[config.mk]
export PLATFORM = sky130hd
export DESIGN_NAME = weighted_substring_scorer_core
export DESIGN_NICKNAME = d
export VERILOG_FILES = /design/src/rtl/wss_pkg.sv /design/src/rtl/wss_hist_cell.sv /design/src/rtl/wss_pat_cell.sv /design/src/rtl/weighted_substring_scorer_core.sv
export SDC_FILE = /design/constraint.sdc
export NUM_CORES = 2
export LEC_CHECK = 0
export ABC_AREA = 1
export BUFFER_PORTS_ARGS = -buffer_cell sky130_fd_sc_hd__buf_4
export CAP_MARGIN = 25
export CORE_AREA = 2 2 426 428
export CTS_CLUSTER_DIAMETER = 50
export DETAILED_ROUTE_END_ITERATION = 12
export DIE_AREA = 0 0 428 430
export SLEW_MARGIN = 20
export SYNTH_ARGS = -nofsm -noshare
export SYNTH_HDL_FRONTEND = slang
export SYNTH_SLANG_ARGS = --single-unit
[constraint.sdc]
create_clock -name clock -period 16 [get_ports clock]
set_input_delay 0 -clock clock [delete_from_list [all_inputs] [get_ports clock]]
set_output_delay 0 -clock clock [all_outputs]
set_load 0.02 [all_outputs]
[src/rtl/wss_pkg.sv]
// Shared types, constants and helper functions for the weighted substring scorer.
package wss_pkg;

   // Sizing of the pattern set and the score.
   localparam int MAX_PATTERNS    = 4;
   localparam int MAX_PATTERN_LEN = 8;
   localparam int SCORE_BITS      = 16;
   localparam int HIST_LEN        = MAX_PATTERN_LEN - 1;
   localparam int PAT_IDX_BITS    = $clog2(MAX_PATTERNS + 1);
   localparam int LEN_BITS        = 4;
   localparam int SKIP_BITS       = 3;
   localparam int POS_BITS        = 4;
   localparam int WEIGHT_BITS     = 3;
   localparam int BONUS_BITS      = WEIGHT_BITS + 2;
   localparam int CSR_DATA_BITS   = 64;
   localparam int CSR_ADDR_BITS   = 6;
   localparam int CSR_IDX_BITS    = 3;

   // Register indexes on the configuration port.
   localparam logic [CSR_IDX_BITS-1:0] CSR_TEXT_0  = 3'd0;
   localparam logic [CSR_IDX_BITS-1:0] CSR_TEXT_1  = 3'd1;
   localparam logic [CSR_IDX_BITS-1:0] CSR_TEXT_2  = 3'd2;
   localparam logic [CSR_IDX_BITS-1:0] CSR_TEXT_3  = 3'd3;
   localparam logic [CSR_IDX_BITS-1:0] CSR_LENGTHS = 3'd4;
   localparam logic [CSR_IDX_BITS-1:0] CSR_COUNT   = 3'd5;

   // Field kind codes.
   localparam logic [1:0] KIND_NAME        = 2'd0;
   localparam logic [1:0] KIND_SYNOPSIS    = 2'd1;
   localparam logic [1:0] KIND_DESCRIPTION = 2'd2;

   localparam logic [WEIGHT_BITS-1:0] WEIGHT_NAME        = 3'd6;
   localparam logic [WEIGHT_BITS-1:0] WEIGHT_SYNOPSIS    = 3'd3;
   localparam logic [WEIGHT_BITS-1:0] WEIGHT_DESCRIPTION = 3'd2;

   localparam logic [POS_BITS-1:0] POS_MAX = '1;

   typedef logic [7:0]             char_type;
   typedef logic [SCORE_BITS-1:0]  score_type;
   typedef logic [LEN_BITS-1:0]    len_type;
   typedef logic [SKIP_BITS-1:0]   skip_type;
   typedef logic [POS_BITS-1:0]    pos_type;
   typedef logic [WEIGHT_BITS-1:0] weight_type;
   typedef logic [MAX_PATTERN_LEN*8-1:0]      text_type;
   typedef logic [MAX_PATTERN_LEN-1:0][7:0]   taps_type;

   // Input word.
   typedef struct packed {
      logic [7:0] char_code;
      logic       has_char;
      logic [1:0] field_kind;
      logic       field_end;
      logic       record_end;
   } req_word_type;

   // Result word.
   typedef struct packed {
      logic [15:0] record_score;
      logic        keep_record;
   } rsp_word_type;

   // Per-word control broadcast to every pattern cell.
   typedef struct packed {
      logic       has_char;
      logic       field_close;
      logic       rec_end;
      weight_type weight;
      pos_type    pos;
      pos_type    pos_after;
   } cell_ctl_type;

   // Lowers ASCII capital letters.
   function automatic char_type lower_ascii(input char_type c);
      char_type r;
      r = c;
      if (c >= 8'd65 && c <= 8'd90) begin
         r = c + 8'd32;
      end
      return r;
   endfunction

   // Weight of a field kind; the unused kind weighs nothing.
   function automatic weight_type kind_weight(input logic [1:0] kind);
      weight_type w;
      unique case (kind)
         KIND_NAME:        w = WEIGHT_NAME;
         KIND_SYNOPSIS:    w = WEIGHT_SYNOPSIS;
         KIND_DESCRIPTION: w = WEIGHT_DESCRIPTION;
         default:          w = '0;
      endcase
      return w;
   endfunction

   // Saturating score addition.
   function automatic score_type sat_add(input score_type a, input score_type b);
      logic [SCORE_BITS:0] s;
      s = {1'b0, a} + {1'b0, b};
      return s[SCORE_BITS] ? '1 : s[SCORE_BITS-1:0];
   endfunction

endpackage

[src/rtl/wss_hist_cell.sv]
// One byte cell of the character history chain.
module wss_hist_cell (
   input  logic               clock,
   input  logic               reset,
   input  logic               shift,
   input  logic               clear,
   input  wss_pkg::char_type  din,
   output wss_pkg::char_type  dout
);

   wss_pkg::char_type byte_ff;
   wss_pkg::char_type byte_in;

   // Clearing at field close wins over the shift of the same word.
   always_comb begin
      byte_in = byte_ff;
      if (clear) begin
         byte_in = '0;
      end else if (shift) begin
         byte_in = din;
      end
   end

   always_ff @(posedge clock) begin
      if (reset) begin
         byte_ff <= '0;
      end else begin
         byte_ff <= byte_in;
      end
   end

   assign dout = byte_ff;

endmodule

[src/rtl/wss_pat_cell.sv]
// One pattern cell: matcher, skip counter, start flag and running subtotal.
module wss_pat_cell (
   input  logic                   clock,
   input  logic                   reset,
   input  logic                   accept,
   input  logic                   active,
   input  wss_pkg::cell_ctl_type  ctl,
   input  wss_pkg::text_type      pattern_text,
   input  wss_pkg::len_type       pat_len,
   input  wss_pkg::taps_type      taps,
   output wss_pkg::score_type     sub_final
);

   wss_pkg::skip_type  skip_ff, skip_in;
   logic               start_ff, start_in;
   wss_pkg::score_type sub_ff, sub_in;
   logic               match;
   logic               hit;
   wss_pkg::score_type sub_hit;
   wss_pkg::score_type bonus;
   logic [wss_pkg::LEN_BITS:0] pos_next;

   assign pos_next = {1'b0, ctl.pos} + {{wss_pkg::LEN_BITS{1'b0}}, 1'b1};

   // Compare the pattern against the newest bytes, last pattern byte on the current one.
   always_comb begin
      wss_pkg::char_type p;
      wss_pkg::len_type  back;
      match = (pat_len != '0) && (pos_next >= {1'b0, pat_len});
      for (int j = 0; j < wss_pkg::MAX_PATTERN_LEN; j++) begin
         p    = wss_pkg::lower_ascii(pattern_text[8*j +: 8]);
         back = pat_len - wss_pkg::LEN_BITS'(j + 1);
         if (wss_pkg::LEN_BITS'(j) < pat_len) begin
            if (p != taps[back[wss_pkg::SKIP_BITS-1:0]]) begin
               match = 1'b0;
            end
         end
      end
   end

   // Match bookkeeping for one word, then the whole-field bonus at field close.
   always_comb begin
      skip_in  = skip_ff;
      start_in = start_ff;
      hit      = 1'b0;
      if (active && ctl.has_char) begin
         if (skip_ff != '0) begin
            skip_in = skip_ff - 1'b1;
         end else if (match) begin
            hit     = 1'b1;
            skip_in = wss_pkg::SKIP_BITS'(pat_len - 1'b1);
            if (pos_next == {1'b0, pat_len}) begin
               start_in = 1'b1;
            end
         end
      end
      sub_hit = hit ? wss_pkg::sat_add(sub_ff, wss_pkg::SCORE_BITS'(ctl.weight)) : sub_ff;
      bonus   = wss_pkg::SCORE_BITS'({ctl.weight, 2'b00});
      sub_final = sub_hit;
      if (active && ctl.field_close && start_in && ({1'b0, ctl.pos_after} == {1'b0, pat_len})) begin
         sub_final = wss_pkg::sat_add(sub_hit, bonus);
      end
      if (ctl.field_close) begin
         skip_in  = '0;
         start_in = 1'b0;
      end
      sub_in = ctl.rec_end ? '0 : sub_final;
   end

   always_ff @(posedge clock) begin
      if (reset) begin
         skip_ff  <= '0;
         start_ff <= 1'b0;
         sub_ff   <= '0;
      end else if (accept) begin
         skip_ff  <= skip_in;
         start_ff <= start_in;
         sub_ff   <= sub_in;
      end
   end

endmodule

[src/rtl/weighted_substring_scorer_core.sv]
// Top level: configuration registers, history chain, pattern cells and result stages.
// Throughput: one input word per cycle unless the result stages stall on rsp_ready; matching,
// skip and subtotal update in the accepting cycle. The word carrying record_end loads a snapshot
// register of the per-pattern subtotals, then the summing stage feeds the output register.
// Reset (synchronous, active high) clears configuration, history, pattern state and both
// result stages; no clearing pass is needed, so words are accepted right after reset.
module weighted_substring_scorer_core (
   input  logic                                clock,
   input  logic                                reset,
   input  logic                                req_valid,
   output logic                                req_ready,
   input  wss_pkg::req_word_type               req_data,
   output logic                                rsp_valid,
   input  logic                                rsp_ready,
   output wss_pkg::rsp_word_type               rsp_data,
   input  logic                                psel,
   input  logic                                penable,
   input  logic                                pwrite,
   input  logic [wss_pkg::CSR_ADDR_BITS-1:0]   paddr,
   input  logic [wss_pkg::CSR_DATA_BITS-1:0]   pwdata,
   output logic [wss_pkg::CSR_DATA_BITS-1:0]   prdata,
   output logic                                pready
);

   localparam int NP = wss_pkg::MAX_PATTERNS;
   localparam int NH = wss_pkg::HIST_LEN;

   // Configuration registers.
   wss_pkg::text_type text_ff [NP];
   logic [15:0]       lengths_ff;
   logic [2:0]        count_ff;

   logic [wss_pkg::CSR_IDX_BITS-1:0] csr_idx;
   logic                             csr_write;

   assign pready    = 1'b1;
   assign csr_idx   = paddr[wss_pkg::CSR_ADDR_BITS-1:3];
   assign csr_write = psel && penable && pwrite && pready;

   always_ff @(posedge clock) begin
      if (reset) begin
         for (int k = 0; k < NP; k++) begin
            text_ff[k] <= '0;
         end
         lengths_ff <= '0;
         count_ff   <= '0;
      end else if (csr_write) begin
         unique case (csr_idx)
            wss_pkg::CSR_TEXT_0:  text_ff[0] <= pwdata;
            wss_pkg::CSR_TEXT_1:  text_ff[1] <= pwdata;
            wss_pkg::CSR_TEXT_2:  text_ff[2] <= pwdata;
            wss_pkg::CSR_TEXT_3:  text_ff[3] <= pwdata;
            wss_pkg::CSR_LENGTHS: lengths_ff <= pwdata[15:0];
            wss_pkg::CSR_COUNT:   count_ff   <= pwdata[2:0];
            default: ;
         endcase
      end
   end

   // Register readback.
   always_comb begin
      unique case (csr_idx)
         wss_pkg::CSR_TEXT_0:  prdata = text_ff[0];
         wss_pkg::CSR_TEXT_1:  prdata = text_ff[1];
         wss_pkg::CSR_TEXT_2:  prdata = text_ff[2];
         wss_pkg::CSR_TEXT_3:  prdata = text_ff[3];
         wss_pkg::CSR_LENGTHS: prdata = {48'd0, lengths_ff};
         wss_pkg::CSR_COUNT:   prdata = {61'd0, count_ff};
         default:              prdata = '0;
      endcase
   end

   // Clamped lengths and active mask.
   wss_pkg::len_type pat_len [NP];
   logic [NP-1:0]    active;
   logic [2:0]       count_eff;

   assign count_eff = (count_ff > 3'(NP)) ? 3'(NP) : count_ff;

   always_comb begin
      wss_pkg::len_type raw;
      for (int k = 0; k < NP; k++) begin
         raw        = lengths_ff[4*k +: 4];
         pat_len[k] = (raw > 4'(wss_pkg::MAX_PATTERN_LEN)) ?
                      4'(wss_pkg::MAX_PATTERN_LEN) : raw;
         active[k]  = 3'(k) < count_eff;
      end
   end

   // Handshakes and result stage movement.
   logic s_valid_ff, s_valid_in;
   logic o_valid_ff, o_valid_in;
   logic s_move;
   logic accept;

   assign s_move    = s_valid_ff && (!o_valid_ff || rsp_ready);
   assign req_ready = !s_valid_ff || s_move;
   assign accept    = req_valid && req_ready;

   // Per-word control shared by all cells.
   wss_pkg::char_type     cur;
   wss_pkg::cell_ctl_type ctl;
   wss_pkg::pos_type      pos_ff, pos_in;

   assign cur = wss_pkg::lower_ascii(req_data.char_code);

   always_comb begin
      ctl.has_char    = req_data.has_char;
      ctl.field_close = req_data.field_end || req_data.record_end;
      ctl.rec_end     = req_data.record_end;
      ctl.weight      = wss_pkg::kind_weight(req_data.field_kind);
      ctl.pos         = pos_ff;
      ctl.pos_after   = pos_ff;
      if (req_data.has_char && pos_ff != wss_pkg::POS_MAX) begin
         ctl.pos_after = pos_ff + 1'b1;
      end
      pos_in = ctl.field_close ? '0 : ctl.pos_after;
   end

   always_ff @(posedge clock) begin
      if (reset) begin
         pos_ff <= '0;
      end else if (accept) begin
         pos_ff <= pos_in;
      end
   end

   // History chain: each cell passes its byte to the next on every character word; a field close clears it.
   wss_pkg::char_type hist [NH];
   wss_pkg::taps_type taps;

   for (genvar i = 0; i < NH; i++) begin : g_hist
      wss_hist_cell u_hist (
         .clock (clock),
         .reset (reset),
         .shift (accept && req_data.has_char),
         .clear (accept && ctl.field_close),
         .din   ((i == 0) ? cur : hist[(i == 0) ? 0 : i - 1]),
         .dout  (hist[i])
      );
   end

   always_comb begin
      taps[0] = cur;
      for (int b = 1; b < wss_pkg::MAX_PATTERN_LEN; b++) begin
         taps[b] = hist[b-1];
      end
   end

   // Pattern cells.
   wss_pkg::score_type sub_final [NP];

   for (genvar k = 0; k < NP; k++) begin : g_pat
      wss_pat_cell u_pat (
         .clock        (clock),
         .reset        (reset),
         .accept       (accept),
         .active       (active[k]),
         .ctl          (ctl),
         .pattern_text (text_ff[k]),
         .pat_len      (pat_len[k]),
         .taps         (taps),
         .sub_final    (sub_final[k])
      );
   end

   // Snapshot stage: subtotals of the closing record.
   wss_pkg::score_type s_sub_ff [NP];
   logic [NP-1:0]      s_active_ff;
   logic               s_load;

   assign s_load     = accept && req_data.record_end;
   assign s_valid_in = s_load || (s_valid_ff && !s_move);

   always_ff @(posedge clock) begin
      if (reset) begin
         s_valid_ff <= 1'b0;
      end else begin
         s_valid_ff <= s_valid_in;
      end
   end

   always_ff @(posedge clock) begin
      if (s_load) begin
         for (int k = 0; k < NP; k++) begin
            s_sub_ff[k] <= sub_final[k];
         end
         s_active_ff <= active;
      end
   end

   // Sum stage: saturating total, zeroed when any active pattern scored nothing.
   wss_pkg::rsp_word_type sum_word;
   wss_pkg::rsp_word_type o_word_ff;

   always_comb begin
      wss_pkg::score_type total;
      logic               zero;
      total = '0;
      zero  = 1'b0;
      for (int k = 0; k < NP; k++) begin
         if (s_active_ff[k]) begin
            if (s_sub_ff[k] == '0) begin
               zero = 1'b1;
            end
            total = wss_pkg::sat_add(total, s_sub_ff[k]);
         end
      end
      if (zero) begin
         total = '0;
      end
      sum_word.record_score = total;
      sum_word.keep_record  = (s_active_ff == '0) || (total != '0);
   end

   // Output register.
   assign o_valid_in = s_move || (o_valid_ff && !rsp_ready);

   always_ff @(posedge clock) begin
      if (reset) begin
         o_valid_ff <= 1'b0;
      end else begin
         o_valid_ff <= o_valid_in;
      end
   end

   always_ff @(posedge clock) begin
      if (s_move) begin
         o_word_ff <= sum_word;
      end
   end

   assign rsp_valid = o_valid_ff;
   assign rsp_data  = o_word_ff;

endmodule

==> results.yml <==
critical_path:
  cpMaxStageDelayCell: "sky130_fd_sc_hd__edfxtp_1"
  critical_path.startpoint: "s_active_ff[0]"
  critical_path.max_stage_delay_ns: 0.60
  req_time_crit_path_ns: 16.45
  reg2reg_start: "s_active_ff[0]"
  timing.critical_path.mode_cell: "sky130_fd_sc_hd__nand2_1"
  critPathCaptureType: "flip-flop"
  crit_arrival_ns: 9.27
  worst-setup-path-type: "reg -> reg"
  crit_path_start_kind: "flip-flop"
  timing.critical_path.fanout_max: 17
final_layout:
  finalInstanceArea_sq_um: 52000
  final_util_pct: 28.9
  area_occupied_by_multi_input_gates_sq_um: 26800
  nFillCells: 19600
  final-seq-area_sq_um: 13500
  final_nets: 7385
  area.growth.synth_to_final_pct: 16.2
  post_route_cells_drive_above_1_share_pct: 8.01
cts:
  clk_path_buf_depth: 3
  clk_transition_reported_paths_ns: 0.06
  postCtsHoldBufs: 87
  numClockSinks: 502
  cts_h_tree_depth: 3
  postCtsResizedCells: 0
  clk-insertion-delay-late_ns: 0.76
  clock_tree_from_tritoncts: "built"
  root_buffer: "sky130_fd_sc_hd__clkbuf_16"
  post-cts-setup-buffer-count: 0
  cts-buffers-inserted: 85
sta:
  finClkSkew_ns: 0.0851
  maxSlewHeadroom_pct: 13.2
  accumulated_negative_setup_slack_ns: 0
  timing_max_transition_violations_final: 0
  fmax_mhz: 113
  grt_setup_unrepaired: "false"
  post-route-period-util_pct: 55.1
  finalWorstPathRequiredPeriod_ns: 8.82
  worst-slew-pin-transition_ns: 1.29
  finalHoldViolations: 0
  report.final.setup_viol: 0
  fin_ws_ns: 7.18
logic_synthesis:
  synth_area_sq_um: 44700
  sequential_element_share_of_the_synthesized_area_pct: 30.1
  netlist.top_cell.by_area: "sky130_fd_sc_hd__edfxtp_1"
  synth_enable_flop_cells: 341
  yosys_most_used_dff: "sky130_fd_sc_hd__edfxtp_1"
  postSynth.asyncResetShare_pct: 0
  synthesis.nets: 7256
  post_synth.cell_area_avg_sq_um: 6.37
  cell_variety_after_synth: 69
  synth.ff_latch_count: 502
  post_synth_inst_count: 7017
  synth_most_common_cell: "sky130_fd_sc_hd__nand2_1"
  yosysWarningCount: 0
  leading_post_synthesis_cells_by_cell_area: "sky130_fd_sc_hd__edfxtp_1, sky130_fd_sc_hd__nand2_1, sky130_fd_sc_hd__nand3_1"
  synth_top_cells_by_count: "sky130_fd_sc_hd__nand2_1, sky130_fd_sc_hd__nand3_1, sky130_fd_sc_hd__inv_1"
  synth_top_area_share_pct: 22.9
routing:
  drt_iter0_markers: 5931
  routed_wirelength_um: 213000
  drt.antenna.violating_nets: 0
  vias: 49900
  avgViaCountPerCell: 5.20
  wire_per_inst_um: 22.2
  detailedRoute.firstPassIterationCount: 9
  drcViolationCount: 0
global_route:
  grt_busiest_layer: "met2"
  number_of_antenna_violations_at_the_first_check_in_global_routing: 10
  global_route.usage.met1_pct: 28.1
  grt_start_max_net_pins: 107
  grt_usage_pct: 22.3
  grt.overflow.total: 0
  grt_use_met3_pct: 4.54
  vias_in_the_first_global_route: 45600
  global_route_wire_length_before_repair_um: 304000
  globalRouteMet2Util_pct: 35.3
power:
  powerDensity_nw_per_um2: 81.2
  p_leak_uw: 0.0239
  worst_vdd_drop_v: 0.0000758
floorplan:
  design.die.area_sq_um: 184000
  boundaryPins: 174
  chipHeight_um: 430
  area_of_the_core_region_sq_um: 180000
  die_width_um: 428
  initial_core_utilization_pct: 24.9
  row_count: 156
placement:
  placedInstanceArea_sq_um: 48100
  input_output_buffers: 169
  place_ws_ns: 7.34
  place.gp.congestion: 1.05
  post-dp-hpwl_um: 167000
status:
  run_status: "complete, no violations"
worst_hold_path:
  worst_hold_path_startpoint: "pwdata[60]"
  worstHoldPathType: "in -> reg"
run:
  timing.max_cap.violations: 0
-- final cells by class --
type	instances	area share [%]
Inverter	833	6.03
Clock inverter	66	1.56
Clock buffer	91	4.18
Multi-Input combinational cell	5398	51.5
Sequential cell	502	25.9
Tap cell	2370	5.70
Antenna cell	1	0.00481
Timing Repair Buffer	326	5.16
-- metrics by stage --
stage / cells / hold WS [ns] / total power (uW)
4_1_cts: 9584 / 0.0891 / 4230
2_1_floorplan: 7017 / 0.176 / 1990
5_1_grt: 9586 / 0.146 / 4370
6_report: 9587 / 0.139 / 4220
3_5_place_dp: 9340 / 0.311 / 2280
3_3_place_gp: 9337 / 0.312 / 2270
-- path summary, 6_finish.rpt --
kind,end,slack [ns],cells past startpoint
worst max-delay path,rsp_data[0],7.18,44
worst min-delay path,text_ff[1][60],0.14,4
worst max register to register,rsp_data[0],7.18,44
worst min register to register,g_pat[0].u_pat.start_ff,0.45,2
-- placed cells by master (no fill, tap or decap), types with 138 or more instances in the layout --
master / count
sky130_fd_sc_hd__nand3_1: 945
sky130_fd_sc_hd__inv_1: 800
sky130_fd_sc_hd__a21oi_1: 253
sky130_fd_sc_hd__edfxtp_1: 341
sky130_fd_sc_hd__nor2_1: 633
sky130_fd_sc_hd__buf_4: 234
sky130_fd_sc_hd__dfxtp_1: 161
sky130_fd_sc_hd__nand2_1: 2208
sky130_fd_sc_hd__ha_1: 138
sky130_fd_sc_hd__o21ai_0: 313
-- per-layer routing --
| layer | vias to the layer above | wire [um] |
|---|---|---|
| li1 | 23600 | - |
| met1 | 23400 | 87200 |
| met2 | 2359 | 93400 |
| met3 | 537 | 18500 |
| met4 | 6 | 14200 |
| met5 | - | 32 |
-- power breakdown --
group	switching [uW]	internal [uW]
logic	532	243
registers	75.3	1440
clock network	811	1120
total	1420	2800
-- sequential cells by signal, indices dropped and copies added, names as in the netlist, 3 cells and up --
| register | cells |
|---|---|
| rsp_data | 17 |
| g_pat.u_pat.sub_ff | 64 |
| lengths_ff | 16 |
| g_pat.u_pat.start_ff | 4 |
| s_active_ff | 4 |
| pos_ff | 4 |
| text_ff | 256 |
| g_hist.u_hist.dout | 56 |
| s_sub_ff | 64 |
| g_pat.u_pat.skip_ff | 12 |
| count_ff | 3 |
-- critical path: cells and delay by family, from the launching register on --
| kind | cells | cell delay [ns] |
|---|---|---|
| buffers and inverters | 5 | 0.49 |
| AO/OA/AOI/OAI | 17 | 3.23 |
| adder cells (fa/ha/maj) | 4 | 1.39 |
| AND/OR/NAND/NOR | 18 | 2.82 |
| flip-flops | 1 | 0.60 |
-- cells by family (layout without fill, tap and decap cells) --
family	count (synthesis)	count (layout)	share of synthesized area, %
fa+ha+maj	149	149	4.35
other cells	1	2	0.00838
mux	10	10	0.224
buf+inv	1117	1316	10.4
compound gates	972	972	12.9
xor+xnor	75	75	1.63
flops	502	502	30.1
simple gates	4191	4191	40.4
(Power assumes the default switching activity.)
